**config.mk**
```make
export PLATFORM = sky130hd
export DESIGN_NAME = base64url_stream_encoder_flat
export DESIGN_NICKNAME = d
export VERILOG_FILES = /design/src/sv/b64u_pkg.sv /design/src/sv/b64u_ifs.sv /design/src/sv/b64u_front.sv /design/src/sv/b64u_queue.sv /design/src/sv/b64u_back.sv /design/src/sv/base64url_stream_encoder.sv /design/src/flat_wrapper.sv
export SDC_FILE = /design/constraint.sdc
export NUM_CORES = 1
export LEC_CHECK = 0
export ABC_CLOCK_PERIOD_IN_PS = 4400
export BUFFER_PORTS_ARGS = -buffer_cell sky130_fd_sc_hd__buf_4
export CAP_MARGIN = 20
export CORE_AREA = 2 2 94 96
export DETAILED_ROUTE_END_ITERATION = 12
export DIE_AREA = 0 0 96 98
export MAX_ROUTING_LAYER = met4
export PLACE_DENSITY = 0.87
export SYNTH_ARGS = -nofsm -noshare
export SYNTH_HDL_FRONTEND = slang
export SYNTH_SLANG_ARGS = --single-unit
```
**constraint.sdc**
```tcl
create_clock -name clk -period 4.4 [get_ports clk]
set_input_delay 0.66 -clock clk [delete_from_list [all_inputs] [get_ports clk]]
set_output_delay 0.66 -clock clk [all_outputs]
set_load 0.01 [all_outputs]
```
**src/sv/b64u_pkg.sv**
```systemverilog
// Package for the base64url stream encoder.
// Holds the queue entry type, the character constants and the alphabet lookup.
// No dependencies.
package b64u_pkg;

    localparam logic [7:0] PAD_CHAR = 8'h3D;
    localparam int unsigned CHARS_PER_GROUP = 4;

    typedef logic [1:0] char_idx_t;

    // One encoding group as handed from the front to the back.
    typedef struct packed {
        logic [23:0] group;
        logic [1:0]  nvalid;
        logic        last;
    } group_t;

    // Push side of the group queue.
    typedef struct packed {
        logic   valid;
        group_t entry;
    } push_t;

    // Head of the group queue as seen by the back end.
    typedef struct packed {
        logic   valid;
        group_t entry;
    } head_t;

    // Map a sextet to its URL-safe alphabet character.
    function automatic logic [7:0] sextet_char(input logic [5:0] sextet);
        logic [7:0] code;
        code = {2'b00, sextet};
        if (sextet < 6'd26)
        begin
            return code + 8'd65;
        end
        else if (sextet < 6'd52)
        begin
            return code + 8'd71;
        end
        else if (sextet < 6'd62)
        begin
            return code - 8'd4;
        end
        else if (sextet == 6'd62)
        begin
            return 8'h2D;
        end
        else
        begin
            return 8'h5F;
        end
    endfunction

endpackage

```
**src/sv/b64u_ifs.sv**
```systemverilog
// Channel interfaces of the base64url stream encoder.
// Byte input channel and character output channel, each with valid/ready.
// No dependencies.
interface b64u_byte_if;
    logic       valid;
    logic       ready;
    logic [7:0] data_byte;
    logic       final_byte;

    modport source (output valid, output data_byte, output final_byte, input ready);
    modport sink (input valid, input data_byte, input final_byte, output ready);
endinterface

interface b64u_char_if;
    logic       valid;
    logic       ready;
    logic [7:0] out_char;
    logic       end_of_text;

    modport source (output valid, output out_char, output end_of_text, input ready);
    modport sink (input valid, input out_char, input end_of_text, output ready);
endinterface

```
**src/sv/b64u_front.sv**
```systemverilog
// Front end of the base64url stream encoder: collects bytes into groups.
// Pushes one group per three bytes, or per final byte, into the group queue.
// Depends on b64u_pkg and b64u_byte_if.
module b64u_front
(
    input  logic             clk,
    input  logic             rst_n,
    b64u_byte_if.sink        bytes,
    output b64u_pkg::push_t  push,
    input  logic             push_ready
);

    logic [15:0] pending_reg;
    logic [15:0] pending_next;
    logic [1:0]  count_reg;
    logic [1:0]  count_next;
    logic        completes;
    logic        accept;

    always_comb
    begin
        completes    = bytes.final_byte || count_reg[1];
        bytes.ready  = !completes || push_ready;
        accept       = bytes.valid && bytes.ready;
        push.valid   = accept && completes;
        push.entry.last = bytes.final_byte;
        unique case (count_reg)
            2'd0:
            begin
                push.entry.group  = {bytes.data_byte, 16'h0000};
                push.entry.nvalid = 2'd1;
            end
            2'd1:
            begin
                push.entry.group  = {pending_reg[15:8], bytes.data_byte, 8'h00};
                push.entry.nvalid = 2'd2;
            end
            default:
            begin
                push.entry.group  = {pending_reg, bytes.data_byte};
                push.entry.nvalid = 2'd3;
            end
        endcase

        pending_next = pending_reg;
        count_next   = count_reg;
        if (accept)
        begin
            if (completes)
            begin
                pending_next = 16'h0000;
                count_next   = 2'd0;
            end
            else if (count_reg == 2'd0)
            begin
                pending_next = {bytes.data_byte, 8'h00};
                count_next   = 2'd1;
            end
            else
            begin
                pending_next = {pending_reg[15:8], bytes.data_byte};
                count_next   = 2'd2;
            end
        end
    end

    always_ff @(posedge clk or negedge rst_n)
    begin
        if (!rst_n)
        begin
            pending_reg <= 16'h0000;
            count_reg   <= 2'd0;
        end
        else
        begin
            pending_reg <= pending_next;
            count_reg   <= count_next;
        end
    end

endmodule

```
**src/sv/b64u_queue.sv**
```systemverilog
// Group queue between the front and back ends of the base64url encoder.
// Small circular buffer of group entries held in flip-flops.
// Depends on b64u_pkg.
module b64u_queue
#(
    parameter int DEPTH = 2
)
(
    input  logic             clk,
    input  logic             rst_n,
    input  b64u_pkg::push_t  push,
    output logic             push_ready,
    output b64u_pkg::head_t  head,
    input  logic             pop
);

    localparam int PTR_W = (DEPTH > 1) ? $clog2(DEPTH) : 1;
    localparam int CNT_W = $clog2(DEPTH + 1);

    b64u_pkg::group_t entries_reg [DEPTH];
    logic [PTR_W-1:0] wr_ptr_reg;
    logic [PTR_W-1:0] wr_ptr_next;
    logic [PTR_W-1:0] rd_ptr_reg;
    logic [PTR_W-1:0] rd_ptr_next;
    logic [CNT_W-1:0] count_reg;
    logic [CNT_W-1:0] count_next;
    logic             do_push;
    logic             do_pop;

    always_comb
    begin
        push_ready  = count_reg != CNT_W'(DEPTH);
        head.valid  = count_reg != '0;
        head.entry  = entries_reg[rd_ptr_reg];
        do_push     = push.valid && push_ready;
        do_pop      = pop && head.valid;

        wr_ptr_next = wr_ptr_reg;
        rd_ptr_next = rd_ptr_reg;
        count_next  = count_reg;
        if (do_push)
        begin
            wr_ptr_next = (wr_ptr_reg == PTR_W'(DEPTH - 1)) ? '0 : wr_ptr_reg + 1'b1;
        end
        if (do_pop)
        begin
            rd_ptr_next = (rd_ptr_reg == PTR_W'(DEPTH - 1)) ? '0 : rd_ptr_reg + 1'b1;
        end
        if (do_push && !do_pop)
        begin
            count_next = count_reg + 1'b1;
        end
        else if (do_pop && !do_push)
        begin
            count_next = count_reg - 1'b1;
        end
    end

    always_ff @(posedge clk)
    begin
        if (do_push)
        begin
            entries_reg[wr_ptr_reg] <= push.entry;
        end
    end

    always_ff @(posedge clk or negedge rst_n)
    begin
        if (!rst_n)
        begin
            wr_ptr_reg <= '0;
            rd_ptr_reg <= '0;
            count_reg  <= '0;
        end
        else
        begin
            wr_ptr_reg <= wr_ptr_next;
            rd_ptr_reg <= rd_ptr_next;
            count_reg  <= count_next;
        end
    end

endmodule

```
**src/sv/b64u_back.sv**
```systemverilog
// Back end of the base64url encoder: expands one group into four characters.
// Emits one character per cycle, while a group is waiting and chars is ready, through a registered output stage.
// Depends on b64u_pkg and b64u_char_if.
module b64u_back
(
    input  logic             clk,
    input  logic             rst_n,
    input  b64u_pkg::head_t  head,
    output logic             pop,
    b64u_char_if.source      chars
);

    b64u_pkg::group_t    cur_reg;
    b64u_pkg::group_t    cur_next;
    logic                busy_reg;
    logic                busy_next;
    b64u_pkg::char_idx_t idx_reg;
    b64u_pkg::char_idx_t idx_next;
    logic                out_valid_reg;
    logic                out_valid_next;
    logic [7:0]          out_char_reg;
    logic [7:0]          out_char_next;
    logic                out_eot_reg;
    logic                out_eot_next;
    logic                out_free;
    logic                emit;
    logic                last_char;
    logic [5:0]          sextet;
    logic [7:0]          code;

    always_comb
    begin
        out_free  = !out_valid_reg || chars.ready;
        emit      = busy_reg && out_free;
        last_char = idx_reg == b64u_pkg::char_idx_t'(b64u_pkg::CHARS_PER_GROUP - 1);
        pop       = !busy_reg || (emit && last_char);

        unique case (idx_reg)
            2'd0:    sextet = cur_reg.group[23:18];
            2'd1:    sextet = cur_reg.group[17:12];
            2'd2:    sextet = cur_reg.group[11:6];
            default: sextet = cur_reg.group[5:0];
        endcase

        code = b64u_pkg::sextet_char(sextet);
        if ((idx_reg == 2'd2) && (cur_reg.nvalid < 2'd2))
        begin
            code = b64u_pkg::PAD_CHAR;
        end
        if ((idx_reg == 2'd3) && (cur_reg.nvalid < 2'd3))
        begin
            code = b64u_pkg::PAD_CHAR;
        end

        cur_next       = cur_reg;
        busy_next      = busy_reg;
        idx_next       = idx_reg;
        out_valid_next = out_valid_reg && !chars.ready;
        out_char_next  = out_char_reg;
        out_eot_next   = out_eot_reg;

        if (emit)
        begin
            out_valid_next = 1'b1;
            out_char_next  = code;
            out_eot_next   = cur_reg.last && last_char;
            idx_next       = idx_reg + 1'b1;
            if (last_char)
            begin
                busy_next = 1'b0;
            end
        end

        if (pop && head.valid)
        begin
            cur_next  = head.entry;
            busy_next = 1'b1;
            idx_next  = '0;
        end

        chars.valid       = out_valid_reg;
        chars.out_char    = out_char_reg;
        chars.end_of_text = out_eot_reg;
    end

    always_ff @(posedge clk)
    begin
        cur_reg       <= cur_next;
        out_char_reg  <= out_char_next;
        out_eot_reg   <= out_eot_next;
    end

    always_ff @(posedge clk or negedge rst_n)
    begin
        if (!rst_n)
        begin
            busy_reg      <= 1'b0;
            idx_reg       <= '0;
            out_valid_reg <= 1'b0;
        end
        else
        begin
            busy_reg      <= busy_next;
            idx_reg       <= idx_next;
            out_valid_reg <= out_valid_next;
        end
    end

endmodule

```
**src/sv/base64url_stream_encoder.sv**
```systemverilog
// Top level of the padded base64url stream encoder.
// Instantiates the front end, the group queue and the back end.
// Depends on b64u_pkg, b64u_ifs, b64u_front, b64u_queue and b64u_back.
//
// Takes one raw byte per transaction on bytes, with final_byte on the last byte of a
// message, and sends the URL-safe base64 text on chars, one character per transaction,
// with '=' padding and end_of_text on the last character. Bytes that do not close a
// group are taken every cycle; a byte that closes a group (third byte or final byte)
// waits only for a free slot in the group queue (QUEUE_DEPTH groups). The back end
// sends one character per cycle while a group is waiting and chars is ready, four per
// group, so the sustained rate is set by the single character output port. A closing
// byte's group is registered in the group queue, then in the back end's group register.
module base64url_stream_encoder
#(
    parameter int QUEUE_DEPTH = 2
)
(
    input  logic        clk,
    input  logic        rst_n,
    b64u_byte_if.sink   bytes,
    b64u_char_if.source chars
);

    b64u_pkg::push_t push;
    logic            push_ready;
    b64u_pkg::head_t head;
    logic            pop;

    b64u_front u_front
    (
        .clk        (clk),
        .rst_n      (rst_n),
        .bytes      (bytes),
        .push       (push),
        .push_ready (push_ready)
    );

    b64u_queue
    #(
        .DEPTH (QUEUE_DEPTH)
    )
    u_queue
    (
        .clk        (clk),
        .rst_n      (rst_n),
        .push       (push),
        .push_ready (push_ready),
        .head       (head),
        .pop        (pop)
    );

    b64u_back u_back
    (
        .clk   (clk),
        .rst_n (rst_n),
        .head  (head),
        .pop   (pop),
        .chars (chars)
    );

    a_push_has_room: assert property (@(posedge clk) disable iff (!rst_n)
        push.valid |-> push_ready)
        else $error("group pushed into a full queue");

    a_closing_byte_needs_room: assert property (@(posedge clk) disable iff (!rst_n)
        (bytes.valid && bytes.ready && bytes.final_byte) |-> push.valid)
        else $error("final byte accepted without pushing a group");

    a_pad_not_first: assert property (@(posedge clk) disable iff (!rst_n)
        (chars.valid && chars.end_of_text) |-> (chars.out_char != 8'h00))
        else $error("end of text on an empty character");

endmodule

```
**src/flat_wrapper.sv**
```systemverilog
// flat-port wrapper written by rule: the top's interface ports become plain ports
module base64url_stream_encoder_flat 
#(
    parameter int QUEUE_DEPTH = 2
)
  (clk, rst_n, bytes_valid, bytes_data_byte, bytes_final_byte, bytes_ready, chars_valid, chars_out_char, chars_end_of_text, chars_ready);
  b64u_byte_if bytes_i ();
  b64u_char_if chars_i ();
  input  logic clk;
  input  logic rst_n;
  input wire logic [$bits(bytes_i.valid)-1:0] bytes_valid;
  input wire logic [$bits(bytes_i.data_byte)-1:0] bytes_data_byte;
  input wire logic [$bits(bytes_i.final_byte)-1:0] bytes_final_byte;
  output wire logic [$bits(bytes_i.ready)-1:0] bytes_ready;
  output wire logic [$bits(chars_i.valid)-1:0] chars_valid;
  output wire logic [$bits(chars_i.out_char)-1:0] chars_out_char;
  output wire logic [$bits(chars_i.end_of_text)-1:0] chars_end_of_text;
  input wire logic [$bits(chars_i.ready)-1:0] chars_ready;
  assign bytes_i.valid = bytes_valid;
  assign bytes_i.data_byte = bytes_data_byte;
  assign bytes_i.final_byte = bytes_final_byte;
  assign bytes_ready = bytes_i.ready;
  assign chars_valid = chars_i.valid;
  assign chars_out_char = chars_i.out_char;
  assign chars_end_of_text = chars_i.end_of_text;
  assign chars_i.ready = chars_ready;
  base64url_stream_encoder #(.QUEUE_DEPTH(QUEUE_DEPTH)) u_core (.clk(clk), .rst_n(rst_n), .bytes(bytes_i), .chars(chars_i));
endmodule
```
==> results of run 1 <==
routing by layer:
layer / GRT usage / vias up
met4: 0.0758 / 0
met5: - / -
met2: 0.361 / 153
li1: - / 1339
met1: 0.305 / 1470
met3: 0.0725 / 29
worst max-delay path by stage:
| stage | start | cells after the start | slack (ps) | to |
|---|---|---|---|---|
| 6_report | u_core.u_back.idx_reg[0] | 11 | 1580 | u_core.u_back.chars.out_char[2] |
| 5_1_grt | u_core.u_back.idx_reg[0] | 11 | 1360 | u_core.u_back.chars.out_char[2] |
| 4_1_cts | u_core.u_back.idx_reg[0] | 11 | 1630 | u_core.u_back.chars.out_char[2] |
| 3_5_place_dp | u_core.u_back.idx_reg[0] | 11 | 1710 | u_core.u_back.chars.out_char[2] |
| 3_3_place_gp | u_core.u_back.idx_reg[0] | 6 | 1890 | u_core.u_back.chars.out_char[2] |
| 2_1_floorplan | u_core.u_back.idx_reg[0] | 9 | 1140 | u_core.u_queue.count_reg[1] |
cells in the final DEF, fill, tap and decap left out, types with 2 or more instances in the layout:
| master | netlist | final |
|---|---|---|
| a2111oi_2 | 2 | 2 |
| a211oi_1 | 2 | 2 |
| a21oi_1 | 8 | 7 |
| a21oi_2 | 1 | 2 |
| a222oi_1 | 5 | 5 |
| a22o_1 | 15 | 15 |
| a311oi_1 | 3 | 3 |
| a31oi_1 | 2 | 2 |
| and2_1 | 10 | 10 |
| and2_4 | 2 | 2 |
| buf_4 | 0 | 26 |
| bufinv_16 | 0 | 4 |
| clkbuf_16 | 0 | 16 |
| clkinv_2 | 0 | 5 |
| clkinv_4 | 0 | 3 |
| clkinvlp_4 | 0 | 2 |
| dfrtp_1 | 26 | 26 |
| edfxtp_1 | 90 | 90 |
| ha_1 | 7 | 7 |
| inv_1 | 14 | 14 |
| mux2_1 | 2 | 2 |
| mux2_2 | 35 | 35 |
| mux2i_1 | 4 | 4 |
| mux2i_2 | 2 | 2 |
| nand2_1 | 34 | 34 |
| nand2b_1 | 2 | 2 |
| nand3_1 | 2 | 2 |
| nor2_1 | 13 | 13 |
| nor3_1 | 3 | 2 |
| o21ai_0 | 12 | 12 |
| o21ai_1 | 4 | 4 |
| o21bai_1 | 2 | 2 |
| xnor2_1 | 2 | 2 |
| xor2_1 | 4 | 4 |
metrics by stage:
stage	cells	utilization	worst slack [ps]	total power, mW	hold slack, ps
finish	492	0.690	1580	4.67	51.9
global route	492	0.690	1360	4.89	51.6
CTS	491	0.687	1630	4.62	45.3
detailed placement	459	0.615	1710	3.19	480
global placement	459	0.615	1890	3.09	472
floorplan	334	-	1140	2.80	364
power breakdown:
| group | total [mW] | internal [mW] | switching [mW] |
|---|---|---|---|
| combinational | 1.51 | 0.618 | 0.891 |
| clock | 1.40 | 0.915 | 0.485 |
| sequential | 1.76 | 1.60 | 0.163 |
cell families (layout without fill, tap and decap cells):
kind of cell	after synthesis	after routing
multiplexers	43	43
other	1	1
AND/OR/NAND/NOR	73	73
flip-flops	116	116
buffers and inverters	24	74
adder cells (fa/ha/maj)	7	7
XOR/XNOR	6	6
AO/OA/AOI/OAI	64	64
area by class of cell:
type | instances | share of cell area
multi-input combinational | 194 | 0.251
timing repair buffer | 27 | 0.0381
tap | 108 | 0.0231
inverter | 15 | 0.00964
clock inverter | 14 | 0.0319
clock buffer | 18 | 0.0716
sequential | 116 | 0.574
==> metrics, run 1 <==
Critical Path Start Type flop; RR Endpoint u_core.u_back.chars.out_char[2]; mean number of vias per cell 6.08; final setup fails 0; first-pass GRT wire length 15.8 mm; ANT cells 0; sequential cell area fraction in the yosys report 0.683; drt total wl 9.78 mm; CTS buffer count 17; element type at the critical path end flop; Worst slew margin 0.454; placed cell area 0.00521 mm²; register area 0.00335 mm²; syn nets 354; mapped cell area 0.00491 mm²; top sig layer met4; Final Hold Fails 0; Reg clk slew, reported paths 60 ps; CP top delay family compound AO/OA/AOI/OAI gates; crit path cell chain inv_1 -> ha_1 -> a22oi_1 -> nand2_1 -> mux2i_1 -> inv_1 -> ha_1 -> nand2_1 -> a21oi_1 -> a2111oi_2 -> o21ai_1; ys async rst share 0.224; most common cell in the synthesized netlist edfxtp_1; leading area contributor after synthesis edfxtp_1; WL/cell 19.9 µm; CP Buf/Inv Count 2; mux contribution to synthesized area 0.0987; synthesis-to-finish area growth 19.1%; global route total overflow 0; Largest register FFs 54; Die X 96 µm; CTS Buffer Depth 2; Synth area leaders edfxtp_1 (55%), dfrtp_1 (13%), mux2_2 (8.0%); #FFs+latches synth 116; Max H-tree Level 4; # fillers 522; DRC Markers 0; M1 WL 4.03 mm; Core Rows 34; largest family of logic cells by synthesized area multiplexers; RSZ-0062 raised after global routing no; CP Data Required Time 4650 ps; VDD IR max 378 µV; Pleak 2.20 nW; Layout Nets 391; commonest cells in the synthesized netlist edfxtp_1 (90), mux2_2 (35), nand2_1 (34); arrival time worst endpoint 3080 ps; design area 0.00584 mm²; largest net degree at the start of global routing 32; area share of fa/ha/maj cells after synthesis 0.0179; worst reg2reg startpoint u_core.u_back.idx_reg[0]; CTS-repair resized insts 0; count of different cell masters after synthesis 47; Clk Latency, worst-skew pair 510 ps; minimum clock period 2820 ps; Root Driver clkbuf_8; Slew @ Worst Pin 796 ps; Power Density 800 mW/mm²; Synth Area in Compound Gates 0.0972; Crit Path Category flop to flop; hold_buf cts 0; syn avg cell area 14.7 µm²; Initial Utilization 0.580; 1st-pass router iterations 7; crit-path max cell delay 430 ps; Post-Synthesis Cells 334; area of the multi-input gates 0.00147 mm²; max-slew violations 0; CTS tree yes; Tot GR Track Use 0.236; DRT antenna net count 0; fraction of layout cells with a size suffix above 1 0.279; f_max 354 MHz; Tightest Hold Check Type input pin to asynchronous set/reset pin; Port Buffers 23; YS warnings 0; post-CTS setup buffers 0; DIE HEIGHT 98 µm; area share of and/or/nand/nor cells after synthesis 0.0724; period utilization 0.642; vias in the first global route 3,002; initial DRC count 274; crit-path max FO 6; routability cong. 1.00; I/O pin count 24; clk sinks 116; FF-to-FF path depth 11; DR WL met2 4.99 mm; xor-xnor portion of the synthesized cell area 0.0107; post-DP HPWL 5.87 mm; TNS Setup 0 ps; FF-to-FF setup slack 1580 ps; core area 0.00847 mm²; post-synth top area share 0.551; routed vias 2,991; EDFF count, synth 90; top_reg_cell synth edfxtp_1; met3 WL 564 µm; die area 0.00941 mm²; CP max stage cell dfrtp_1; maxcap violations 0; Setup Skew 8.04 ps; outcome completed; antenna violations before repair 0
(Power assumes the default switching activity.)
==> run 2, diff against run 1 <==
--- a/config.mk
+++ b/config.mk
@@ -5,14 +5,15 @@
 export SDC_FILE = /design/constraint.sdc
 export NUM_CORES = 1
 export LEC_CHECK = 0
-export ABC_CLOCK_PERIOD_IN_PS = 4400
+export ABC_AREA = 1
+export ABC_CLOCK_PERIOD_IN_PS = 2500
 export BUFFER_PORTS_ARGS = -buffer_cell sky130_fd_sc_hd__buf_4
 export CAP_MARGIN = 20
-export CORE_AREA = 2 2 94 96
+export CORE_AREA = 2 2 98 100
 export DETAILED_ROUTE_END_ITERATION = 12
-export DIE_AREA = 0 0 96 98
+export DIE_AREA = 0 0 100 102
 export MAX_ROUTING_LAYER = met4
-export PLACE_DENSITY = 0.87
+export PLACE_DENSITY = 0.85
 export SYNTH_ARGS = -nofsm -noshare
 export SYNTH_HDL_FRONTEND = slang
 export SYNTH_SLANG_ARGS = --single-unit
==> constraint.sdc (replaced) <==
create_clock -name clk -period 2.5 [get_ports clk]
set_input_delay 0.375 -clock clk [delete_from_list [all_inputs] [get_ports clk]]
set_output_delay 0.375 -clock clk [all_outputs]
set_load 0.01 [all_outputs]
==> run 2 against run 1 <==
Compared with the run above: power rose by 81%; clock skew rose by 3.0 ps; routed wire length fell by 1.8%; first-iteration DRC count fell by 33%; count of clock-buffer cells in the layout rose by 5; worst setup slack got worse by 1400 ps; utilization fell by 4.3 points; highest routed layer unchanged.
==> metrics, run 2 <==
outcome completed; area of the multi-input gates 0.00135 mm² (-8.2%); top_reg_cell synth edfxtp_1; Max H-tree Level 4 (unchanged); period utilization 0.910 (+0.268); Setup Skew 11.1 ps (+3.01 ps); syn avg cell area 10.9 µm² (-26%); TNS Setup 0 ps (unchanged); DRT antenna net count 0 (unchanged); max-slew violations 0 (unchanged); CP Data Required Time 2740 ps (-1910 ps); largest net degree at the start of global routing 30 (-6.3%); Tightest Hold Check Type input pin to flop; post-DP HPWL 6.35 mm (+8.2%); vias in the first global route 3,272 (+9.0%); count of different cell masters after synthesis 34 (-28%); commonest cells in the synthesized netlist nand2_1 (149), edfxtp_1 (90), inv_1 (53); clk sinks 116 (unchanged); DIE HEIGHT 102 µm (+4.1%); register area 0.00335 mm² (unchanged); VDD IR max 683 µV (+81%); crit-path max FO 13 (+7); Clk Latency, worst-skew pair 510 ps (about the same); EDFF count, synth 90 (unchanged); leading area contributor after synthesis edfxtp_1; YS warnings 0 (unchanged); Crit Path Category flop to flop; # fillers 625 (+20%); first-pass GRT wire length 15.6 mm (-1.4%); CTS buffer count 17 (unchanged); antenna violations before repair 0 (unchanged); CTS tree yes; Slew @ Worst Pin 916 ps (+120 ps); Reg clk slew, reported paths 60 ps (about the same); synthesis-to-finish area growth 18.9%; pre-CTS setup slack 287 ps (-1420 ps); mapped cell area 0.00496 mm² (+1.1%); drt total wl 9.60 mm (-1.8%); global route total overflow 0 (unchanged); most common cell in the synthesized netlist nand2_1; routability cong. 0.871 (-13%); f_max 439 MHz (+24%); DRC Markers 0 (unchanged); die area 0.0102 mm² (+8.4%); Worst slew margin 0.390 (-0.0648); Synth area leaders edfxtp_1 (55%), dfrtp_1 (13%), nand2_1 (11%); routed vias 3,250 (+8.7%); Root Driver clkbuf_8; final setup fails 0 (unchanged); ANT cells 0 (unchanged); core area 0.00911 mm² (+7.6%); commonest non-fill, non-tap cell in the layout nand2_1; 1st-pass router iterations 4 (-3); Pleak 2.57 nW (+16%); Final Total Pwr 8.44 mW (+81%); post-synth top area share 0.545 (-0.00584); minimum clock period 2280 ps (-548 ps); initial DRC count 183 (-33%); WL/cell 15.5 µm (-22%); Layout Nets 516 (+32%); Final Hold Fails 0 (unchanged); CTS Buffer Depth 2 (unchanged); Port Buffers 23 (unchanged); origin of the worst min-delay path bytes_final_byte; fraction of layout cells with a size suffix above 1 0.157 (-0.121); element type at the critical path end flop; worst reg2reg startpoint u_core.u_back.idx_reg[0]; crit path launch u_core.u_back.idx_reg[0]; Largest register FFs 54 (unchanged); FF-to-FF setup slack 220 ps (-1350 ps); Power Density 1430 mW/mm² (+79%); arrival time worst endpoint 2520 ps (-560 ps); Critical Path Start Type flop; final setup margin 224 ps (-1350 ps); syn nets 476 (+34%); #FFs+latches synth 116 (unchanged); Initial Utilization 0.544 (-0.0351); mean number of vias per cell 5.24 (-14%); Tot GR Track Use 0.212 (-0.0241); Post-Synthesis Cells 456 (+37%); sequential cell area fraction in the yosys report 0.676 (-0.00724); I/O pin count 24 (unchanged); ys async rst share 0.224 (unchanged); Core Rows 35 (+2.9%); Die X 100 µm (+4.2%); most frequent cells in the layout nand2_1 (149), edfxtp_1 (90), inv_1 (53), dfrtp_1 (26), buf_4 (25); maxcap violations 0 (unchanged); RSZ-0062 raised after global routing no
==> run 2: cell types whose count changed in the layout (fill, tap and decap cells not counted), moves of 13 or more <==
| cell | delta |
|---|---|
| nand2_1 | +115 |
| mux2_2 | -35 |
| inv_1 | +39 |
| nand3_1 | +13 |
| a22o_1 | -15 |
| o22ai_1 | +23 |
==> run 2: timing repair <==
item,in CTS,in global routing
setup buffers,0,0
gates resized for setup,0,1
hold endpoints to repair,26,0
setup endpoints to repair,0,1
hold buffers,1,0
==> run 2: area by class of cell <==
class / instances / share of cell area
flip-flops and latches: 116 / 0.569
well taps: 111 / 0.0236
clock inverters: 9 / 0.0174
clock buffers: 23 / 0.0792
repair buffers: 29 / 0.0437
multi-input cells: 272 / 0.229
inverters: 60 / 0.0384
==> run 2: critical path: stages (launching register included) <==
cell and delay, ps:
dfrtp_1 430, ha_1 260, inv_2 210, nand2_1 130
o21bai_4 200, inv_1 120, ha_1 240, inv_1 80
nor3_1 50, o21ai_0 200, nand3_1 100
==> run 2: through the flow <==
step	hold slack (ps)	area, µm²	cells	utilization
finish	71.3	5890	620	0.647
global placement	297	5310	587	0.583
global route	46.0	5890	620	0.647
detailed placement	301	5310	587	0.583
floorplan	79.4	4960	456	-
CTS	50.7	5890	620	0.647
==> run 2: worst paths after layout <==
kind                                                    endpoint  cells after the start
min in group asynchronous         u_core.u_front.pending_reg[15]                      2
worst min-delay path            u_core.u_queue.entries_reg[0][0]                      1
max in group asynchronous          u_core.u_front.pending_reg[1]                      2
worst max register to register   u_core.u_back.chars.out_char[4]                     10
worst max-delay path             u_core.u_back.chars.out_char[4]                     10
worst min register to register         u_core.u_back.chars.valid                      2
==> run 2: kinds of logic (layout without fill, tap and decap cells) <==
group | count (synthesis) | in the layout | share of synthesized area
simple gates | 204 | 204 | 0.170
fa+ha+maj | 7 | 7 | 0.0177
xor+xnor | 4 | 4 | 0.00707
other cells | 1 | 1 | 0.000756
buf+inv | 68 | 121 | 0.0532
flops | 116 | 116 | 0.676
compound gates | 56 | 56 | 0.0752
==> run 2: power by group <==
part           internal [mW]  switching [mW]
clock                   1.49           0.792
combinational           1.01            1.91
sequential              2.96           0.278
==> run 2: routing by layer <==
metal  vias to the layer above  share of wire  global-route usage  routed length [µm]
met2                        84           0.55               0.378                5260
met3                         6          0.036              0.0540                 346
met5                         -              0                   -                   0
li1                       1604              -                   -                   -
met1                      1556           0.41               0.228                3930
met4                         0         0.0061              0.0854                  59
==> run 3, diff against run 2 <==
--- a/config.mk
+++ b/config.mk
@@ -9,11 +9,12 @@
 export ABC_CLOCK_PERIOD_IN_PS = 2500
 export BUFFER_PORTS_ARGS = -buffer_cell sky130_fd_sc_hd__buf_4
 export CAP_MARGIN = 20
-export CORE_AREA = 2 2 98 100
+export CORE_AREA = 2 2 97 99
+export CTS_BUF_LIST = sky130_fd_sc_hd__clkbuf_4
 export DETAILED_ROUTE_END_ITERATION = 12
-export DIE_AREA = 0 0 100 102
+export DIE_AREA = 0 0 99 101
 export MAX_ROUTING_LAYER = met4
-export PLACE_DENSITY = 0.85
+export PLACE_DENSITY = 0.86
 export SYNTH_ARGS = -nofsm -noshare
 export SYNTH_HDL_FRONTEND = slang
 export SYNTH_SLANG_ARGS = --single-unit
==> constraint.sdc (replaced) <==
create_clock -name clk -period 2.5 [get_ports clk]
set_input_delay 0 -clock clk [delete_from_list [all_inputs] [get_ports clk]]
set_output_delay 0 -clock clk [all_outputs]
set_load 0.01 [all_outputs]
==> run 3 against run 2 <==
Compared with the run above: via count rose by 6.5%; die area fell by 2.0%; fmax fell by 2.8%; final cell count rose by 2.6%; worst hold slack improved by 200 ps; first-iteration DRC count rose by 17%; flip-flop and latch count did not move; combinational power rose by 5%; non-clock buffer count rose by 16.
==> metrics, run 3 (synthesized netlist as in run 2, its figures left out) <==
Layout Nets 532 (+3.1%); CP top delay family compound AO/OA/AOI/OAI gates; arrival time worst endpoint 2760 ps (+240 ps); DIE HEIGHT 101 µm (-0.98%); clock power share 0.176 (-0.094); mean number of vias per cell 5.44 (+3.8%); Slew @ Worst Pin 611 ps (-305 ps); FF-to-FF path depth 8 (-2); CTS tree yes; Final Core Density 0.643 (-0.00391); busiest layer in global routing met2; vias in the first global route 3,417 (+4.4%); period utilization 0.937 (+0.0262); largest net degree at the start of global routing 29 (-3.3%); Core Rows 35 (unchanged); antenna violations before repair 0 (unchanged); DRT antenna net count 0 (unchanged); origin of the worst min-delay path chars_ready; CTS Buffer Depth 2 (unchanged); Tot GR Track Use 0.224 (+0.0118); clk sinks 116 (unchanged); crit path cell chain ha_1 -> inv_2 -> o21ai_1 -> o21ai_1 -> ha_1 -> a21oi_1 -> o21ai_0 -> xnor2_1; Initial Utilization 0.552 (+0.00797); met2 Track Usage GR 0.401 (+0.0229); combinational share of power 0.405 (+0.059); Port Buffers 23 (unchanged); VDD IR max 643 µV (-5.9%); Worst slew margin 0.591 (+0.202); DRC Markers 0 (unchanged); met3 usage 0.0603 (+0.00630); element type at the critical path end flop; WL/cell 16.1 µm (+3.8%); global route total overflow 0 (unchanged); Hold Path Sink u_core.u_back.chars.valid; Crit Path Category flop to flop; synthesis-to-finish area growth 16.5%; Max H-tree Level 4 (unchanged); Final Hold Fails 0 (unchanged); sw power 3.00 mW (+0.38%); commonest non-fill, non-tap cell in the layout nand2_1; crit-path max cell delay 430 ps (about the same); Net Sw Frac 0.395 (+0.0413); RSZ-0062 raised after global routing no; initial DRC count 214 (+17%); P_int 4.59 mW (-16%); f_max 427 MHz (-2.8%); Root Driver clkbuf_4; outcome completed; routed vias 3,461 (+6.5%); Pleak 2.50 nW (-2.5%); # fillers 618 (-1.1%); drt total wl 10.2 mm (+6.5%); Tightest Hold Check Type input pin to flop; fraction of layout cells with a size suffix above 1 0.156 (-0.000980); Largest register FFs 54 (unchanged); CP Data Required Time 2920 ps (+180 ps); Die X 99 µm (-1.0%); Final Total Pwr 7.59 mW (-10%); non-filler cells, final 636 (+2.6%); post-DP HPWL 6.61 mm (+4.0%); Power Density 1310 mW/mm² (-8.2%); Setup Skew 19.8 ps (+8.71 ps); hold path cells 5 (+4); Clk Latency, worst-skew pair 520 ps (about the same); 1st-pass router iterations 5 (+1); Reg power frac 0.419 (+0.035); placed instance count 588 (+0.17%); core area 0.00898 mm² (-1.4%); Fin Hold WS 268 ps (+197 ps); maxcap violations 0 (unchanged); die area 0.0100 mm² (-2.0%); CTS buffer count 17 (unchanged); max-slew violations 0 (unchanged); minimum clock period 2340 ps (+65.6 ps); final setup fails 0 (unchanged); most frequent cells in the layout nand2_1 (149), edfxtp_1 (90), inv_1 (53), buf_4 (26), dfrtp_1 (26); TNS Setup 0 ps (unchanged); ANT cells 0 (unchanged); CP max stage cell dfrtp_1; worst reg2reg startpoint u_core.u_back.idx_reg[0]; Critical Path Start Type flop; Reg clk slew, reported paths 110 ps (+50 ps); first-pass GRT wire length 16.5 mm (+5.6%); I/O pin count 24 (unchanged); met1 Track Usage GR 0.237 (+0.00890); crit-path max FO 13 (unchanged); routability cong. 0.939 (+7.9%); WP depth 8 (-2); FF-to-FF setup slack 160 ps (-70 ps); CP Buf/Inv Count 1 (-2); RR Endpoint u_core.u_queue.count_reg[1]
## run 3: changes by cell type in the layout (fill, tap and decap cells not counted), moves of 4 or more
cell	change
clkbuf_4	+17
clkbuf_8	-4
clkbuf_16	-16
dlygate4sd3_1	+14
clkinv_2	-4
## run 3: per-stage QoR
step	setup WS (ps)	area, µm²
final	159	5770
after global routing	19.2	5770
after CTS	113	5770
after detailed placement	221	5320
after global placement	372	5320
after floorplan	-141	4960
## run 3: worst max path at each step
stage | startpoint | to | slack [ps]
floorplan | u_core.u_front.count_reg[1] | u_core.u_queue.entries_reg[1][0] | -140
global placement | u_core.u_back.idx_reg[0] | u_core.u_queue.count_reg[1] | 370
detailed placement | u_core.u_back.idx_reg[0] | u_core.u_back.chars.out_char[4] | 220
CTS | u_core.u_back.idx_reg[0] | u_core.u_queue.count_reg[1] | 110
global route | u_core.u_back.idx_reg[0] | u_core.u_back.chars.out_char[4] | 20
finish | u_core.u_back.idx_reg[0] | u_core.u_queue.count_reg[1] | 160
## run 3: area by class of cell
type	instances	area, µm²	area share
sequential	116	3350	0.581
multi-input combinational	272	1350	0.233
timing repair buffer	45	425	0.0737
inverter	60	226	0.0392
clock inverter	15	156	0.0271
tap	111	139	0.0241
clock buffer	17	128	0.0221
## run 3: repair_timing
| item | CTS | global route |
|---|---|---|
| resized for setup | 0 | 1 |
| buffers inserted | 0 | 0 |
| hold buffers | 16 | 0 |
| hold endpoints to repair | 95 | 0 |
| setup endpoints to repair | 0 | 1 |
## run 3: worst register-to-register path: stages (launching register included)
cell	delay (ps)
dfrtp_1	430
ha_1	260
inv_2	190
o21ai_1	160
o21ai_1	330
ha_1	370
a21oi_1	150
o21ai_0	140
xnor2_1	240
## run 3: per-layer routing
metal / part of all wire / vias up / wire [µm]
li1: - / 1646 / -
met1: 0.38 / 1626 / 3870
met2: 0.54 / 148 / 5510
met3: 0.055 / 41 / 558
met4: 0.029 / 0 / 295
met5: 0 / - / 0
## run 3: power by group through the flow
stage	clock network, mW	registers, mW	logic [mW]
after global placement	0	3.19	2.86
after floorplan	0	3.18	2.11
final	1.34	3.18	3.07
after CTS	1.35	3.18	3.05
after global routing	1.42	3.22	3.44
after detailed placement	0	3.22	2.97
